$ cat config.mk
export PLATFORM = sky130hd
export DESIGN_NAME = tcw_front_flat
export DESIGN_NICKNAME = d
export VERILOG_FILES = /design/src/rtl/text_console_writer_macros.svh /design/src/rtl/tcw_pkg.sv /design/src/rtl/tcw_if.sv /design/src/rtl/tcw_front.sv /design/src/flat_wrapper.sv
export SDC_FILE = /design/constraint.sdc
export NUM_CORES = 1
export LEC_CHECK = 0
export BUFFER_PORTS_ARGS = -buffer_cell sky130_fd_sc_hd__buf_4
export CAP_MARGIN = 15
export CORE_AREA = 3 3 40 42
export DETAILED_ROUTE_END_ITERATION = 8
export DIE_AREA = 0 0 43 45
export PLACE_DENSITY = 0.72
export SYNTH_ARGS = -nofsm -noshare
export SYNTH_HDL_FRONTEND = slang
export SYNTH_SLANG_ARGS = --single-unit
$ cat constraint.sdc
create_clock -name vclk -period 1.95
set_clock_uncertainty 0.1 [all_clocks]
set_input_delay 0.2925 -clock vclk [all_inputs]
set_output_delay 0.2925 -clock vclk [all_outputs]
set_load 0.1 [all_outputs]
$ cat src/rtl/text_console_writer_macros.svh
// ============================================================================
// text_console_writer_macros.svh
// Assertion macros shared by the text console RTL.
// ============================================================================
`ifndef TEXT_CONSOLE_WRITER_MACROS_SVH
`define TEXT_CONSOLE_WRITER_MACROS_SVH

// Same-cycle implication, off while reset is high
`define TCW_ASSERT_NOW(label, clk, rst, pre, post, msg) \
   label: assert property (@(posedge clk) disable iff (rst) (pre) |-> (post)) \
      else $error(msg);

// Next-cycle implication, off while reset is high
`define TCW_ASSERT_NEXT(label, clk, rst, pre, post, msg) \
   label: assert property (@(posedge clk) disable iff (rst) (pre) |=> (post)) \
      else $error(msg);

`endif

$ cat src/rtl/tcw_pkg.sv
// ============================================================================
// tcw_pkg
// Shared types, codes and constants of the text console writer.
// ============================================================================
package tcw_pkg;

   // Default grid size
   localparam int COLS_DEFAULT  = 80;
   localparam int ROWS_DEFAULT  = 25;
   localparam int QUEUE_DEPTH   = 2;

   // Field widths
   localparam int MODE_W        = 2;
   localparam int CHAR_W        = 8;
   localparam int POS_IN_W      = 8;
   localparam int CUR_ROW_W     = 5;
   localparam int CUR_COL_W     = 7;
   localparam int CUR_OFFSET_W  = 11;
   localparam int CELL_W        = 16;
   localparam int ATTR_W        = 8;
   localparam int COLOR_W       = 4;

   // Config port
   localparam int CSR_INDEX_W   = 1;
   localparam int CSR_DATA_W    = COLOR_W;

   typedef enum logic [CSR_INDEX_W-1:0] {
      CSR_FORE_COLOR = 1'b0,
      CSR_BACK_COLOR = 1'b1
   } csr_index_type;

   localparam logic [COLOR_W-1:0] FORE_RESET = 4'h7;
   localparam logic [COLOR_W-1:0] BACK_RESET = 4'h0;

   // Characters
   localparam logic [CHAR_W-1:0] CH_BACKSPACE = 8'h08;
   localparam logic [CHAR_W-1:0] CH_TAB       = 8'h09;
   localparam logic [CHAR_W-1:0] CH_NEWLINE   = 8'h0A;
   localparam logic [CHAR_W-1:0] CH_RETURN    = 8'h0D;
   localparam logic [CHAR_W-1:0] BLANK_CHAR   = 8'h20;

   // Grey space on black
   localparam logic [CELL_W-1:0] RESET_CELL   = 16'h0720;

   localparam int TAB_STEP = 8;

   // Request modes
   typedef enum logic [MODE_W-1:0] {
      MODE_PUT   = 2'd0,
      MODE_SET   = 2'd1,
      MODE_CLEAR = 2'd2,
      MODE_READ  = 2'd3
   } mode_type;

   // Classified operations
   typedef enum logic [2:0] {
      OP_PRINT     = 3'd0,
      OP_NEWLINE   = 3'd1,
      OP_RETURN    = 3'd2,
      OP_BACKSPACE = 3'd3,
      OP_TAB       = 3'd4,
      OP_SET       = 3'd5,
      OP_CLEAR     = 3'd6,
      OP_READ      = 3'd7
   } op_type;

   // Queue entry between front and back
   typedef struct packed {
      op_type                op;
      logic [CHAR_W-1:0]     ch;
      logic [POS_IN_W-1:0]   row;
      logic [POS_IN_W-1:0]   col;
   } cmd_type;

endpackage

$ cat src/rtl/tcw_if.sv
// ============================================================================
// tcw_if
// Request and response channel interfaces (valid/ready).
// ============================================================================
interface tcw_req_if;
   logic                            valid;
   logic                            ready;
   logic [tcw_pkg::MODE_W-1:0]      mode;
   logic [tcw_pkg::CHAR_W-1:0]      char_code;
   logic [tcw_pkg::POS_IN_W-1:0]    row_in;
   logic [tcw_pkg::POS_IN_W-1:0]    col_in;

   modport source (output valid, mode, char_code, row_in, col_in, input ready);
   modport sink   (input valid, mode, char_code, row_in, col_in, output ready);
endinterface


$ cat src/rtl/tcw_front.sv
// ============================================================================
// tcw_front
// Request intake: decodes mode and control characters, clamps positions.
// ============================================================================
module tcw_front #(
   parameter int COLS = tcw_pkg::COLS_DEFAULT,
   parameter int ROWS = tcw_pkg::ROWS_DEFAULT
) (
   tcw_req_if.sink            req_ch,
   input  logic               init_busy,
   output logic               cmd_valid,
   input  logic               cmd_ready,
   output tcw_pkg::cmd_type   cmd
);
   import tcw_pkg::*;

   logic [POS_IN_W:0] row_wide;
   logic [POS_IN_W:0] col_wide;

   // No intake while the power-up clearing pass runs
   assign req_ch.ready = cmd_ready && !init_busy;
   assign cmd_valid    = req_ch.valid && !init_busy;

   // Clamp to the last row / column
   assign row_wide = {1'b0, req_ch.row_in};
   assign col_wide = {1'b0, req_ch.col_in};

   always_comb begin
      cmd.ch  = req_ch.char_code;
      cmd.row = (row_wide >= (POS_IN_W+1)'(ROWS)) ? POS_IN_W'(ROWS - 1) : req_ch.row_in;
      cmd.col = (col_wide >= (POS_IN_W+1)'(COLS)) ? POS_IN_W'(COLS - 1) : req_ch.col_in;
      cmd.op  = OP_PRINT;
      unique case (mode_type'(req_ch.mode))
         MODE_PUT: begin
            case (req_ch.char_code)
               CH_NEWLINE:   cmd.op = OP_NEWLINE;
               CH_RETURN:    cmd.op = OP_RETURN;
               CH_BACKSPACE: cmd.op = OP_BACKSPACE;
               CH_TAB:       cmd.op = OP_TAB;
               default:      cmd.op = OP_PRINT;
            endcase
         end
         MODE_SET:   cmd.op = OP_SET;
         MODE_CLEAR: cmd.op = OP_CLEAR;
         MODE_READ:  cmd.op = OP_READ;
      endcase
   end

endmodule

$ cat src/flat_wrapper.sv
// flat-port wrapper written by rule: the top's interface ports become plain ports
module tcw_front_flat import tcw_pkg::*;
#(
   parameter int COLS = tcw_pkg::COLS_DEFAULT,
   parameter int ROWS = tcw_pkg::ROWS_DEFAULT
)
  (init_busy, cmd_valid, cmd_ready, cmd, req_ch_valid, req_ch_mode, req_ch_char_code, req_ch_row_in, req_ch_col_in, req_ch_ready);
  tcw_req_if req_ch_i ();
  input  logic init_busy;
  output logic cmd_valid;
  input  logic cmd_ready;
  output tcw_pkg::cmd_type cmd;
  input wire logic [$bits(req_ch_i.valid)-1:0] req_ch_valid;
  input wire logic [$bits(req_ch_i.mode)-1:0] req_ch_mode;
  input wire logic [$bits(req_ch_i.char_code)-1:0] req_ch_char_code;
  input wire logic [$bits(req_ch_i.row_in)-1:0] req_ch_row_in;
  input wire logic [$bits(req_ch_i.col_in)-1:0] req_ch_col_in;
  output wire logic [$bits(req_ch_i.ready)-1:0] req_ch_ready;
  assign req_ch_i.valid = req_ch_valid;
  assign req_ch_i.mode = req_ch_mode;
  assign req_ch_i.char_code = req_ch_char_code;
  assign req_ch_i.row_in = req_ch_row_in;
  assign req_ch_i.col_in = req_ch_col_in;
  assign req_ch_ready = req_ch_i.ready;
  tcw_front #(.COLS(COLS), .ROWS(ROWS)) u_core (.req_ch(req_ch_i), .init_busy(init_busy), .cmd_valid(cmd_valid), .cmd_ready(cmd_ready), .cmd(cmd));
endmodule
==> metrics <==
final setup fails 0; post-route design area 732.0 sq um; most common cell after layout, fill and taps aside buf_4; pin count of the biggest net entering global routing 6; Leak 0.3863 nW; Tcrit/Tclk final 0.9883; Die ar. 0.001935 sq mm; Starting DRT DRC Count 7; Mapped Area 292.8 sq um; Starting Density 0.2278; yosys warns 0; total negative slack 0 ps; hold path cells 2; FF+latch count 0; # rows 13; buffers and inverters on the worst path 2; max frequency 0.5189 GHz; Hold Vio Cnt, Final 0; Max FO, Critical Path 2; required time of the critical path 1560 ps; first-pass GRT wire length 1794 microns; stages on the worst setup path 4; crit path DAT 1530 ps; setup bufs post-CTS 0; register area share after synthesis 0; most frequent CP cell buf_6; CP Class input port to output port; fin. max-slew vios 0; drt first pass iters 4; post-synth top area share 0.3077; synth unique cells 19; CP Capture Type output port; Mean Syn Cell Area 6.971 sq um; dpl cell area 714.4 sq um; core area 0.001285 sq mm; CP delay by family, top simple AND/OR/NAND/NOR gates; initial antenna violation count 0; peak supply drop 278.8 uV; Max Cap Viol 0; Final Net Count 121; Synth Instances 42; Hold Path Class input port to output port; Pwr per Cell Area 464.9 mW/mm^2; synth top area cells buf_4 (31%), or3b_2 (12%), and2_1 (6.4%); Setup WS post-layout 22.85 ps; register area 0 sq um; Max stage delay cell, worst path or4_4; die height 45 microns; GPL Wtd Cong 0.6776; total number of vias 464; die width 43 microns; gr usage total 0.1144; slowest stage delay, CP 560 ps; share of cells above drive strength 1 0.8222; crit path time final 1927 ps; status finished, final reports clean; Post-DP HPWL 1074 microns; most frequent cells in the layout buf_4 (54), or3b_2 (4), inv_1 (4), conb_1 (4); CP Launch Type input port; drt total wl 1152 microns; vias in the first global route 436; dpl ws -60.47 ps; wire per inst 10.97 microns; Yosys top cell by area buf_4; RSZ-0062 raised after global routing true; clock buffers 0; DRT antenna net count 0; Vias/cell 4.419; Port Buffers 54; Synth-to-Final Area Change 150.0%; crit-path cells buf_6 -> or4_4 -> o41ai_4 -> buf_6; ANT cells 0; total grt overflow 0; Post-CTS Hold Fix Bufs 0; io pins 58; # DRC 0
[kinds of logic (layout without fill, tap and decap cells)]
logic type / after synthesis / in the layout / synth area share
AO/OA/AOI/OAI: 5 / 5 / 0.1624
XOR/XNOR: 1 / 1 / 0.02992
buffers and inverters: 16 / 61 / 0.3590
other: 1 / 4 / 0.01281
AND/OR/NAND/NOR: 19 / 19 / 0.4359
[per-layer routing]
metal  track usage  part of all wire  vias up
li1              -                 -      227
met1        0.1452              0.37      191
met2        0.2006              0.41       46
met3       0.03984              0.21        0
met4             0                 0        0
met5             0                 0        -
[final timing paths]
check | from | end | slack [ps]
max | req_ch_char_code[5] | cmd[25] | 20
min | req_ch_char_code[1] | cmd[17] | 830
[layout make-up]
type / instances / area [sq um]
Fill cell: 132 / 553.0
Timing Repair Buffer: 57 / 439.2
Multi-Input combinational cell: 29 / 259.0
Tap cell: 15 / 18.77
Inverter: 4 / 15.01
[repair_timing]
| item | 4_1_cts | 5_1_grt |
|---|---|---|
| gates resized for setup | 3 | 2 |
| setup endpoints to repair | 2 | 3 |
| hold endpoints to repair | 0 | 0 |
[power by group]
group	total [mW]	switching [mW]	internal, mW
Combinational	0.340	0.251	0.0896
Sequential	0	0	0
Clock	0	0	0
[synthesized netlist by cell type (all sizes together)]
cell	count
o21ai	1
nand2b	1
inv	4
or4	3
nor4	1
nor2b	2
or2	1
a31o	1
o41ai	2
nor3	1
or3b	4
xor2	1
conb	1
buf	12
and2	3
a2111oi	1
nor2	3
[metrics by stage]
step,power [mW],std cells,util,hold slack (ps)
5_1_grt,0.3532,105,0.5696,831.2
2_1_floorplan,0.2593,45,-,659.7
4_1_cts,0.3399,105,0.5628,828.4
3_5_place_dp,0.3375,105,0.5560,827.6
3_3_place_gp,0.3354,105,0.5560,823.8
6_report,0.3403,105,0.5696,825.3
No activity file was read; power rests on OpenSTA's default activity.
