## src/rtl/text_console_writer_macros.svh

```systemverilog
// ============================================================================
// text_console_writer_macros.svh
// Assertion macros shared by the text console RTL.
// ============================================================================
`ifndef TEXT_CONSOLE_WRITER_MACROS_SVH
`define TEXT_CONSOLE_WRITER_MACROS_SVH

// Same-cycle implication, off while reset is high
`define TCW_ASSERT_NOW(label, clk, rst, pre, post, msg) \
   label: assert property (@(posedge clk) disable iff (rst) (pre) |-> (post)) \
      else $error(msg);

// Next-cycle implication, off while reset is high
`define TCW_ASSERT_NEXT(label, clk, rst, pre, post, msg) \
   label: assert property (@(posedge clk) disable iff (rst) (pre) |=> (post)) \
      else $error(msg);

`endif

```

## src/rtl/tcw_pkg.sv

```systemverilog
// ============================================================================
// tcw_pkg
// Shared types, codes and constants of the text console writer.
// ============================================================================
package tcw_pkg;

   // Default grid size
   localparam int COLS_DEFAULT  = 80;
   localparam int ROWS_DEFAULT  = 25;
   localparam int QUEUE_DEPTH   = 2;

   // Field widths
   localparam int MODE_W        = 2;
   localparam int CHAR_W        = 8;
   localparam int POS_IN_W      = 8;
   localparam int CUR_ROW_W     = 5;
   localparam int CUR_COL_W     = 7;
   localparam int CUR_OFFSET_W  = 11;
   localparam int CELL_W        = 16;
   localparam int ATTR_W        = 8;
   localparam int COLOR_W       = 4;

   // Config port
   localparam int CSR_INDEX_W   = 1;
   localparam int CSR_DATA_W    = COLOR_W;

   typedef enum logic [CSR_INDEX_W-1:0] {
      CSR_FORE_COLOR = 1'b0,
      CSR_BACK_COLOR = 1'b1
   } csr_index_type;

   localparam logic [COLOR_W-1:0] FORE_RESET = 4'h7;
   localparam logic [COLOR_W-1:0] BACK_RESET = 4'h0;

   // Characters
   localparam logic [CHAR_W-1:0] CH_BACKSPACE = 8'h08;
   localparam logic [CHAR_W-1:0] CH_TAB       = 8'h09;
   localparam logic [CHAR_W-1:0] CH_NEWLINE   = 8'h0A;
   localparam logic [CHAR_W-1:0] CH_RETURN    = 8'h0D;
   localparam logic [CHAR_W-1:0] BLANK_CHAR   = 8'h20;

   // Grey space on black
   localparam logic [CELL_W-1:0] RESET_CELL   = 16'h0720;

   localparam int TAB_STEP = 8;

   // Request modes
   typedef enum logic [MODE_W-1:0] {
      MODE_PUT   = 2'd0,
      MODE_SET   = 2'd1,
      MODE_CLEAR = 2'd2,
      MODE_READ  = 2'd3
   } mode_type;

   // Classified operations
   typedef enum logic [2:0] {
      OP_PRINT     = 3'd0,
      OP_NEWLINE   = 3'd1,
      OP_RETURN    = 3'd2,
      OP_BACKSPACE = 3'd3,
      OP_TAB       = 3'd4,
      OP_SET       = 3'd5,
      OP_CLEAR     = 3'd6,
      OP_READ      = 3'd7
   } op_type;

   // Queue entry between front and back
   typedef struct packed {
      op_type                op;
      logic [CHAR_W-1:0]     ch;
      logic [POS_IN_W-1:0]   row;
      logic [POS_IN_W-1:0]   col;
   } cmd_type;

endpackage

```

## src/rtl/tcw_fifo.sv

```systemverilog
// ============================================================================
// tcw_fifo
// Short command queue between intake and execution.
// ============================================================================
`include "text_console_writer_macros.svh"

module tcw_fifo #(
   parameter int DEPTH = tcw_pkg::QUEUE_DEPTH
) (
   input  logic               clock,
   input  logic               reset,
   input  logic               in_valid,
   output logic               in_ready,
   input  tcw_pkg::cmd_type   in_cmd,
   output logic               out_valid,
   input  logic               out_ready,
   output tcw_pkg::cmd_type   out_cmd
);
   import tcw_pkg::*;

   localparam int PtrW = $clog2(DEPTH);
   localparam int CntW = $clog2(DEPTH + 1);

   cmd_type           slots_ff [DEPTH];
   logic [PtrW-1:0]   wr_ptr_ff, wr_ptr_in;
   logic [PtrW-1:0]   rd_ptr_ff, rd_ptr_in;
   logic [CntW-1:0]   count_ff, count_in;
   logic              push, pop;

   assign in_ready  = (count_ff < CntW'(DEPTH));
   assign out_valid = (count_ff != '0);
   assign out_cmd   = slots_ff[rd_ptr_ff];
   assign push      = in_valid && in_ready;
   assign pop       = out_valid && out_ready;

   // Pointer and count update
   always_comb begin
      wr_ptr_in = wr_ptr_ff;
      rd_ptr_in = rd_ptr_ff;
      count_in  = count_ff;
      if (push) begin
         wr_ptr_in = (wr_ptr_ff == PtrW'(DEPTH - 1)) ? '0 : wr_ptr_ff + 1'b1;
      end
      if (pop) begin
         rd_ptr_in = (rd_ptr_ff == PtrW'(DEPTH - 1)) ? '0 : rd_ptr_ff + 1'b1;
      end
      if (push && !pop) begin
         count_in = count_ff + 1'b1;
      end else if (pop && !push) begin
         count_in = count_ff - 1'b1;
      end
   end

   always_ff @(posedge clock) begin
      if (reset) begin
         wr_ptr_ff <= '0;
         rd_ptr_ff <= '0;
         count_ff  <= '0;
      end else begin
         wr_ptr_ff <= wr_ptr_in;
         rd_ptr_ff <= rd_ptr_in;
         count_ff  <= count_in;
      end
   end

   // Entry storage
   always_ff @(posedge clock) begin
      if (push) begin
         slots_ff[wr_ptr_ff] <= in_cmd;
      end
   end

   `TCW_ASSERT_NOW(a_fifo_count_max, clock, reset, 1'b1, count_ff <= CntW'(DEPTH), "queue overfilled")
   `TCW_ASSERT_NOW(a_fifo_empty_ptrs, clock, reset, count_ff == '0, rd_ptr_ff == wr_ptr_ff, "empty queue with split pointers")
   `TCW_ASSERT_NEXT(a_fifo_count_up, clock, reset, push && !pop, count_ff == $past(count_ff) + 1'b1, "push not counted")

endmodule

```

## config.mk

```make
export PLATFORM = sky130hd
export DESIGN_NAME = tcw_fifo
export DESIGN_NICKNAME = d
export VERILOG_FILES = /design/src/rtl/tcw_pkg.sv /design/src/rtl/tcw_fifo.sv
export VERILOG_INCLUDE_DIRS = /design/src /design/src/rtl
export SDC_FILE = /design/constraint.sdc
export NUM_CORES = 1
export LEC_CHECK = 0
export BUFFER_PORTS_ARGS = -buffer_cell sky130_fd_sc_hd__buf_2
export CAP_MARGIN = 20
export CORE_MARGIN = 2
export CORE_UTILIZATION = 46
export CTS_BUF_LIST = sky130_fd_sc_hd__clkbuf_16
export DETAILED_ROUTE_END_ITERATION = 6
export PLACE_DENSITY = 0.85
export SLEW_MARGIN = 30
export SYNTH_ARGS = -nofsm -noshare
export SYNTH_HDL_FRONTEND = slang
export SYNTH_SLANG_ARGS = --single-unit
```

## constraint.sdc

```tcl
create_clock -name clock -period 2.6 [get_ports clock]
set_clock_uncertainty 0.2 [all_clocks]
set_input_delay 0.39 -clock clock [delete_from_list [all_inputs] [get_ports clock]]
set_output_delay 0.39 -clock clock [all_outputs]
set_load 0.03 [all_outputs]
```

==> flow_summary_export.csv, run 1 <==
group,metric,value,unit
final_layout,areaGrowthSynthToFinish,28.8,%
flow_run,cap_violations,0,
placement,io_buffers,59,
grt,grt_max_degree,25,
setup_path,slowest_stage,"dfxtp_1",
routing,drt-vias-per-instance,5.05,
power,power_frac_comb,0.299,
placement,place_hpwl,2670,µm
sta,slew_violations,0,
synthesis,synth_enable_flop_cells,54,
placement,dp.cells,220,
grt,grt_first_pass_wirelength,5900,µm
routing,wirelength,3930,µm
synthesis,yosys_register_bits,59,
power,seqPwrFrac,0.399,
sta,hold_slack,0.0653,ns
power,p_int,2190,µW
routing,drc,0,
synthesis,syn-cell-area,2170,µm²
setup_path,crit_path_max_fanout,24,
setup_path,cp-end-kind,"primary output",
setup_path,cp_top_family,"buffers and inverters",
setup_path,cp_data_required_time,2.01,ns
routing,drtPass1Iterations,4,
grt,globalRouteTotalUtil,0.159,
clock_network,cts_tree,"done",
clock_network,clk_latency,0.31,ns
synthesis,ys.flop_type,"edfxtp_1",
routing,ant_nets,0,
grt,overflow,0,
synthesis,synth_area_leaders,"edfxtp_1, mux2_2, dfxtp_1",
synthesis,async_reset_ff_frac,0,
setup_path,cp_num_buf_inv,2,
final_layout,final_nets,211,
grt,antenna_found_initial,0,
clock_network,cts_resized,0,
synthesis,synth_most_common_cell,"edfxtp_1",
setup_path,critPathArrivalTime,1.60,ns
grt,grt_pass1_vias,1257,
clock_network,clkSinkCount,59,
synthesis,yosysUniqueCellTypes,17,
routing,wire_per_inst,16.7,µm
sta,finalHoldViolations,0,
clock_network,cts_root_buf,"clkbuf_16",
hold_path,hold_path_class,"in2reg",
synthesis,syn-mean-instance-area,20.3,µm²
sta,tns,0,ns
clock_network,cts.htree.levels,3,
synthesis,yosys_warnings,0,
setup_path,critical-path-max-stage-delay,0.39,ns
outcome,status,"complete, no violations",
final_layout,num_antenna_cells,0,
power,p_sw_frac,0.319,
die,initial_core_util,0.488,
power,clkPwrFrac,0.301,
synthesis,synth_top_area_frac,0.748,
clock_network,cts_setup_buffers,0,
sta,finalCriticalPeriod,2.19,ns
synthesis,synthTopCellsByCount,"edfxtp_1, mux2_2, dfxtp_1, nor2_1, xor2_1",
die,die_width,72.6,µm
placement,gp_congestion,0.731,
final_layout,layout-drive-gt1-share,0.574,
power,leakagePower,0.00109,µW
routing,first_iter_violations,86,
power,peakVddDrop,520,µV
power,p_switching,1030,µW
sta,rsz0062_at_grt,"false",
setup_path,cp-start-kind,"flop",
power,power.density,1160,nW/µm²
die,dieHeight,72.6,µm
synthesis,synthesis.nets,139,
sta,setup_viol,0,
clock_network,cts_max_path_buffers,2,
clock_network,cts_buffers,9,
die,core,4440,µm²
sta,fin_crit_sh,0.844,
routing,vias,1187,
die,pin_count,60,
synthesis,synth_seq_area_share,0.794,
setup_path,critical_path_class,"reg2out",
sta,fmax,456,MHz
setup_path,cp_cell_sequence,"buf_4 > mux2_2 > buf_2",
sta,tightestPinTransition,0.316,ns
sta,slew-limit-headroom,0.787,
clock_network,clk_pin_slew_worst_paths,0.05,ns
die,die_area,5280,µm²
synthesis,synth_cells,107,
die,rows,24,
clock_network,ctsHoldBuffers,0,
final_layout,fin_cells,235,
synthesis,synth_largest_area_cell,"edfxtp_1",
final cells by class:
cell class              count  area (µm²)
flip-flops and latches     59        1720
fillers                   308        1650
multi-input cells          44         417
repair buffers             64         333
clock buffers               9         225
well taps                  52        65.1
clock inverters             6        26.3
inverters                   1        3.75
state kept, by name (all words and copies together) (netlist names), named ones only:
register   count
count_ff       2
rd_ptr_ff      1
slots_ff      54
wr_ptr_ff      1
power by group through the flow:
stage | Combinational, µW | Sequential (µW) | Clock, µW
after floorplan | 732 | 1280 | 0
after global placement | 944 | 1290 | 0
after detailed placement | 970 | 1300 | 0
after CTS | 979 | 1290 | 993
after global routing | 1030 | 1300 | 1050
final | 966 | 1290 | 972
cells in the final DEF (no fill, tap or decap):
master / count
a21oi_1: 1
and2_1: 1
and2b_1: 1
buf_2: 59
buf_4: 5
clkbuf_16: 9
clkinv_1: 1
clkinv_2: 3
dfxtp_1: 5
edfxtp_1: 54
ha_1: 1
inv_1: 3
mux2_2: 27
nor2_1: 4
nor2b_2: 1
o21ai_0: 2
or2_2: 1
or3_1: 1
xnor2_1: 1
xor2_1: 3
logic make-up after synthesis:
kind of cell | share of synthesized area
DFF | 0.794
muxes | 0.140
and+or+nand+nor | 0.0219
xor gates and xnor gates | 0.0162
buffers and inverters | 0.0144
AOI/OAI and AO/OA | 0.00693
adders and majority gates | 0.00577
stage by stage:
step	power [µW]	cell area, µm²	worst slack [ns]	util
floorplan	2010	2170	0.165	-
global placement	2230	2540	0.759	0.572
detailed placement	2270	2540	0.714	0.572
CTS	3260	2790	0.367	0.628
global route	3370	2790	0.329	0.628
finish	3220	2790	0.405	0.628
worst register-to-register path, stage by stage, from the launching register on:
cell and delay, ns:
dfxtp_1 0.38, and2b_1 0.25, ha_1 0.35, or3_1 0.35, a21oi_1 0.15
final timing paths:
path                             startpoint  slack, ns              end  cells past startpoint
worst max-delay path                   flop       0.41      out_cmd[17]                      3
worst min-delay path             in_cmd[20]       0.07  slots_ff[0][20]                      1
worst max register to register  count_ff[1]       0.85      count_ff[1]                      4
worst min register to register    rd_ptr_ff       0.31        rd_ptr_ff                      2
routing by layer:
| layer | track usage | share of wire | wire (µm) | vias up |
|---|---|---|---|---|
| li1 | - | - | - | 556 |
| met1 | 0.166 | 0.39 | 1550 | 582 |
| met2 | 0.274 | 0.54 | 2120 | 47 |
| met3 | 0.0746 | 0.060 | 235 | 2 |
| met4 | 0.0679 | 0.0084 | 33 | 0 |
| met5 | 0 | 0 | 0 | - |
No activity file was read; power rests on OpenSTA's default activity.
==> run 2, diff against run 1 <==
--- a/config.mk
+++ b/config.mk
@@ -6,13 +6,14 @@
 export SDC_FILE = /design/constraint.sdc
 export NUM_CORES = 1
 export LEC_CHECK = 0
+export ABC_AREA = 1
 export BUFFER_PORTS_ARGS = -buffer_cell sky130_fd_sc_hd__buf_2
 export CAP_MARGIN = 20
 export CORE_MARGIN = 2
-export CORE_UTILIZATION = 46
+export CORE_UTILIZATION = 51
 export CTS_BUF_LIST = sky130_fd_sc_hd__clkbuf_16
 export DETAILED_ROUTE_END_ITERATION = 6
-export PLACE_DENSITY = 0.85
+export PLACE_DENSITY = 0.89
 export SLEW_MARGIN = 30
 export SYNTH_ARGS = -nofsm -noshare
 export SYNTH_HDL_FRONTEND = slang
==> constraint.sdc (replaced) <==
create_clock -name clock -period 2.3 [get_ports clock]
set_clock_uncertainty 0.2 [all_clocks]
set_input_delay 0.345 -clock clock [delete_from_list [all_inputs] [get_ports clock]]
set_output_delay 0.345 -clock clock [all_outputs]
set_load 0.03 [all_outputs]
==> run 2 against run 1 <==
  * Worst setup slack got worse by 0.077 ns
  * Via count up 2.4%
  * Sequential cell count unchanged
  * First-iteration DRC count shrank 21%
  * Total power increased by 17%
  * Clock power rose by 26%
  * Synthesized cell count increased by 11%
  * Highest routed layer unchanged
==> flow_summary_export.csv, run 2 <==
group,metric,value,unit
power,leakagePower,0.00120,µW
setup_path,cp_data_required_time,1.75,ns
routing,ant_nets,0,
placement,postPlaceCellArea,2640,µm²
synthesis,ys.flop_type,"edfxtp_1",
die,pin_count,60,
final_layout,num_antenna_cells,0,
outcome,status,"complete, no violations",
synthesis,synth_seq_area_share,0.754,
die,dieHeight,70.9,µm
final_layout,layout-drive-gt1-share,0.548,
sta,setup_slack,0.328,ns
clock_network,clk_pin_slew_worst_paths,0.05,ns
clock_network,cts_setup_buffers,0,
synthesis,synth_largest_area_cell,"edfxtp_1",
final_layout,top_register,"slots_ff",
sta,setup_viol,0,
die,rows,24,
synthesis,async_reset_ff_frac,0,
die,die_area,5030,µm²
routing,drtPass1Iterations,4,
grt,overflow,0,
placement,place_hpwl,2500,µm
final_layout,reg_top3,"slots_ff x54, count_ff x2",
sta,slew_violations,0,
synthesis,yosysUniqueCellTypes,15,
clock_network,clkSinkCount,59,
grt,grt_first_pass_wirelength,5760,µm
grt,antenna_found_initial,0,
clock_network,cts_max_path_buffers,2,
synthesis,syn-cell-area,2280,µm²
clock_network,cts_tree,"done",
placement,gp_congestion,0.718,
synthesis,yosys_warnings,0,
final_layout,areaGrowthSynthToFinish,28.2,%
routing,drc,0,
routing,first_iter_violations,68,
die,core,4320,µm²
sta,tns,0,ns
sta,rsz0062_at_grt,"false",
synthesis,synth_most_common_cell,"edfxtp_1",
final_layout,largest_reg_flops,54,
final_layout,fillerInstances,287,
sta,slew-limit-headroom,0.835,
sta,finalCriticalPeriod,1.97,ns
sta,hold_slack,0.0269,ns
final_layout,finalInstanceArea,2930,µm²
setup_path,critPathArrivalTime,1.43,ns
routing,drt-vias-per-instance,4.88,
sta,tightestPinTransition,0.247,ns
setup_path,crit_path_max_fanout,14,
routing,wirelength,3540,µm
synthesis,syn-mean-instance-area,19.2,µm²
routing,wire_per_inst,14.2,µm
final_layout,mostFrequentLayoutCells,"buf_2, edfxtp_1, mux2_4, clkbuf_16",
clock_network,ctsHoldBuffers,0,
synthesis,synth_cells,119,
die,initial_core_util,0.528,
synthesis,synth_top_area_frac,0.710,
synthesis,synth_area_leaders,"edfxtp_1, mux2_4, dfxtp_1",
placement,io_buffers,59,
synthesis,synthesis.nets,151,
grt,grt_max_degree,15,
clock_network,cts_buffers,9,
routing,vias,1216,
sta,fin_crit_sh,0.857,
power,power.density,1290,nW/µm²
hold_path,hold_path_class,"in2reg",
clock_network,cts_resized,0,
sta,finalHoldViolations,0,
placement,pre_cts_ws,0.644,ns
grt,globalRouteTotalUtil,0.153,
synthesis,synthTopCellsByCount,"edfxtp_1, mux2_4, inv_1, nand2_1, mux2_2",
grt,grt_pass1_vias,1235,
clock_network,clk_latency,0.30,ns
synthesis,synth_enable_flop_cells,54,
final_layout,layout_commonest_cell,"buf_2",
synthesis,yosys_register_bits,59,
clock_network,cts_root_buf,"clkbuf_16",
final_layout,final_nets,224,
flow_run,cap_violations,0,
power,peakVddDrop,717,µV
setup_path,critical_path_class,"reg2out",
setup_path,cp-start-kind,"flop",
die,die_width,70.9,µm
setup_path,cp-end-kind,"primary output",
sta,fmax,507,MHz
clock_network,cts.htree.levels,3,
==> run 2: changes by cell type after synthesis, moves of 2 or more <==
cell	previous run	this run
nor2_1	4	6
inv_1	1	8
mux2_2	27	7
nand2_1	0	8
mux2_4	0	20
xor2_1	3	0
buf_12	0	2
nand3_1	0	2
==> run 2: where the power goes <==
| part | internal (µW) | leakage, µW | switching, µW |
|---|---|---|---|
| combinational | 422 | 0.000519 | 703 |
| sequential | 1380 | 0.000544 | 47.8 |
| clock | 819 | 0.000138 | 400 |
| total | 2620 | 0.00120 | 1150 |
==> run 2: worst max-delay path, cell delays in order (launching register included) <==
cell and delay [ns]:
dfxtp_2 0.32, buf_4 0.26, mux2_2 0.37, buf_2 0.18
==> run 2: path summary, 6_finish.rpt <==
check                                 start              to  slack (ns)  depth (start not counted)
worst max-delay path                   flop      out_cmd[7]        0.33                          3
worst min-delay path              in_cmd[4]  slots_ff[1][4]        0.03                          1
worst max register to register  count_ff[1]     count_ff[1]        0.79                          9
worst min register to register  count_ff[0]     count_ff[0]        0.33                          2
==> run 2: cell families (layout without fill, tap and decap cells) <==
family / after synthesis / count (layout) / synth area share
buffers and inverters: 11 / 89 / 0.0356
flip-flops: 59 / 59 / 0.754
multiplexers: 27 / 27 / 0.166
AO/OA/AOI/OAI: 3 / 3 / 0.00657
adder cells (fa/ha/maj): 1 / 1 / 0.00548
AND/OR/NAND/NOR: 18 / 18 / 0.0323
==> run 2: final cells by class <==
type / instances / area, µm² / share of cell area
Inverter: 8 / 30.0 / 0.0103
Tap cell: 52 / 65.1 / 0.0222
Timing Repair Buffer: 65 / 340 / 0.116
Clock buffer: 9 / 225 / 0.0769
Sequential cell: 59 / 1720 / 0.588
Multi-Input combinational cell: 49 / 485 / 0.166
Clock inverter: 7 / 58.8 / 0.0201
==> run 2: metrics by stage <==
stage          total power (µW)   util  std cells
3_5_place_dp               2590  0.611        233
6_report                   3770  0.677        249
5_1_grt                    3950  0.677        249
4_1_cts                    3820  0.677        249
3_3_place_gp               2560  0.611        233
2_1_floorplan              2330      -        119
==> run 2: per-layer routing <==
metal,vias to the layer above,share of wire,GRT usage
met1,591,0.42,0.184
met4,0,0.0076,0.0629
met3,2,0.048,0.0427
met5,-,0,0
met2,35,0.53,0.262
li1,588,-,-
==> run 3, diff against run 2 <==
==> constraint.sdc (replaced) <==
create_clock -name clock -period 2.3 [get_ports clock]
set_clock_uncertainty 0.2 [all_clocks]
set_input_delay 0.115 -clock clock [delete_from_list [all_inputs] [get_ports clock]]
set_output_delay 0.115 -clock clock [all_outputs]
set_load 0.03 [all_outputs]
==> run 3 against run 2 <==
  * Worst setup slack worse by 0.018 ns
  * Sequential cell count stayed put
  * Total power is 2.3% higher
  * Utilization is 6.5 points higher
  * Clock power is 3% higher
  * Die area stayed put
  * Count of clock-buffer cells in the layout stayed put
  * First-iteration DRC count is 10% higher
  * Fmax is 0.92% lower
  * Non-clock buffer count is 26 higher
  * Critical path type unchanged
  * Largest power group unchanged
==> flow_summary_export.csv, run 3 (synthesis results as in run 2) <==
group,metric,value,unit
setup_path,crit_path_max_fanout,15,
final_layout,fillerInstances,266,
final_layout,num_antenna_cells,0,
die,initial_core_util,0.528,
die,pin_count,60,
hold_path,whs_path_depth,5,
die,die_area,5030,µm²
grt,globalRouteTotalUtil,0.189,
sta,finalCriticalPeriod,1.99,ns
routing,vias,1333,
routing,first_iter_violations,75,
final_layout,reg_top3,"slots_ff x54, count_ff x2",
setup_path,rr_worst_depth,9,
routing,ant_nets,0,
placement,io_buffers,59,
clock_network,cts.htree.levels,3,
power,peakVddDrop,869,µV
clock_network,cts_tree,"done",
grt,grt_pass1_vias,1405,
clock_network,cts_buffers,9,
clock_network,cts_setup_buffers,0,
final_layout,layout_commonest_cell,"buf_2",
power,power.density,1200,nW/µm²
placement,place_hpwl,2560,µm
setup_path,critPathArrivalTime,1.68,ns
final_layout,layout-drive-gt1-share,0.475,
sta,setup_viol,0,
setup_path,worstReg2RegStart,"count_ff[1]",
sta,setup_slack,0.310,ns
hold_path,min_to,"wr_ptr_ff",
power,leakagePower,0.00132,µW
hold_path,hp-start,"in_valid",
setup_path,cp_data_required_time,1.99,ns
sta,tightestPinTransition,0.432,ns
clock_network,clk_latency,0.32,ns
sta,finalHoldViolations,0,
final_layout,mostFrequentLayoutCells,"buf_2, edfxtp_1, dlygate4sd3_1, mux2_4",
outcome,status,"complete, no violations",
sta,slew_violations,0,
clock_network,cts_resized,0,
grt,antenna_found_initial,0,
grt,grt_first_pass_wirelength,6740,µm
routing,drt-vias-per-instance,4.85,
sta,tns,0,ns
clock_network,clk_pin_slew_worst_paths,0.05,ns
routing,wirelength,4450,µm
sta,fin_crit_sh,0.865,
final_layout,top_register,"slots_ff",
setup_path,cp-start-kind,"flop",
sta,rsz0062_at_grt,"false",
final_layout,largest_reg_flops,54,
grt,grt_max_degree,29,
hold_path,hold_path_class,"in2reg",
setup_path,rrSetupSlack,0.78,ns
flow_run,cap_violations,0,
routing,drtPass1Iterations,4,
setup_path,reg2reg_to,"count_ff[1]",
placement,gp_congestion,0.769,
grt,overflow,0,
placement,pre_cts_ws,0.636,ns
final_layout,areaGrowthSynthToFinish,40.5,%
clock_network,cts_root_buf,"clkbuf_16",
die,rows,24,
clock_network,cts_max_path_buffers,2,
clock_network,clkSinkCount,59,
sta,slew-limit-headroom,0.712,
setup_path,cp-end-kind,"primary output",
sta,fmax,502,MHz
die,die_width,70.9,µm
routing,wire_per_inst,16.2,µm
final_layout,final_nets,250,
power,p_total,3860,µW
die,dieHeight,70.9,µm
clock_network,ctsHoldBuffers,29,
setup_path,critical_path_class,"reg2out",
die,core,4320,µm²
routing,drc,0,
[run 3: changes by cell type in the layout (fill, tap and decap cells not counted), sizes merged]
cell and delta:
buf -3, inv +1, dlygate4sd3 +29, clkinv -1
[run 3: worst max path at each step]
stage | from | endpoint | slack (ns) | cells past startpoint
finish | flop | out_cmd[7] | 0.31 | 3
global route | flop | out_cmd[7] | 0.25 | 3
CTS | flop | out_cmd[1] | 0.29 | 3
detailed placement | flop | out_cmd[1] | 0.64 | 3
global placement | flop | out_cmd[0] | 0.67 | 3
floorplan | count_ff[1] | slots_ff[1][0] | 0.25 | 3
[run 3: worst max-delay path, cell delays in order (launching register included)]
cell and delay (ns):
dfxtp_2 0.59, buf_12 0.23, mux2_2 0.35, buf_2 0.18
[run 3: power breakdown]
group          switching, µW  total (µW)  internal, µW  leakage [µW]
combinational            683        1130           450      0.000628
sequential              88.6        1470          1380      0.000544
clock                    435        1260           822      0.000144
total                   1210        3860          2660       0.00132
[run 3: final cells by class]
cell class,instances,area [µm²],area share
Tap cell,52,65.1,0.0203
Clock buffer,9,225,0.0702
Sequential cell,59,1720,0.537
Clock inverter,7,60.1,0.0187
Multi-Input combinational cell,49,485,0.151
Inverter,8,30.0,0.00936
Timing Repair Buffer,91,621,0.193
[run 3: through the flow]
step                instances  instance area (µm²)  hold slack, ns  utilization
floorplan                 119                 2290        -0.00569            -
global placement          230                 2630           0.103        0.609
detailed placement        230                 2630           0.104        0.609
CTS                       275                 3210          0.0680        0.742
global route              275                 3210           0.177        0.742
finish                    275                 3210          0.0950        0.742
[run 3: layer usage]
| layer | GRT usage | vias to the layer above | wire length (µm) |
|---|---|---|---|
| li1 | - | 646 | - |
| met5 | 0 | - | 0 |
| met3 | 0.0755 | 10 | 257 |
| met1 | 0.206 | 627 | 1710 |
| met2 | 0.316 | 50 | 2350 |
| met4 | 0.105 | 0 | 133 |
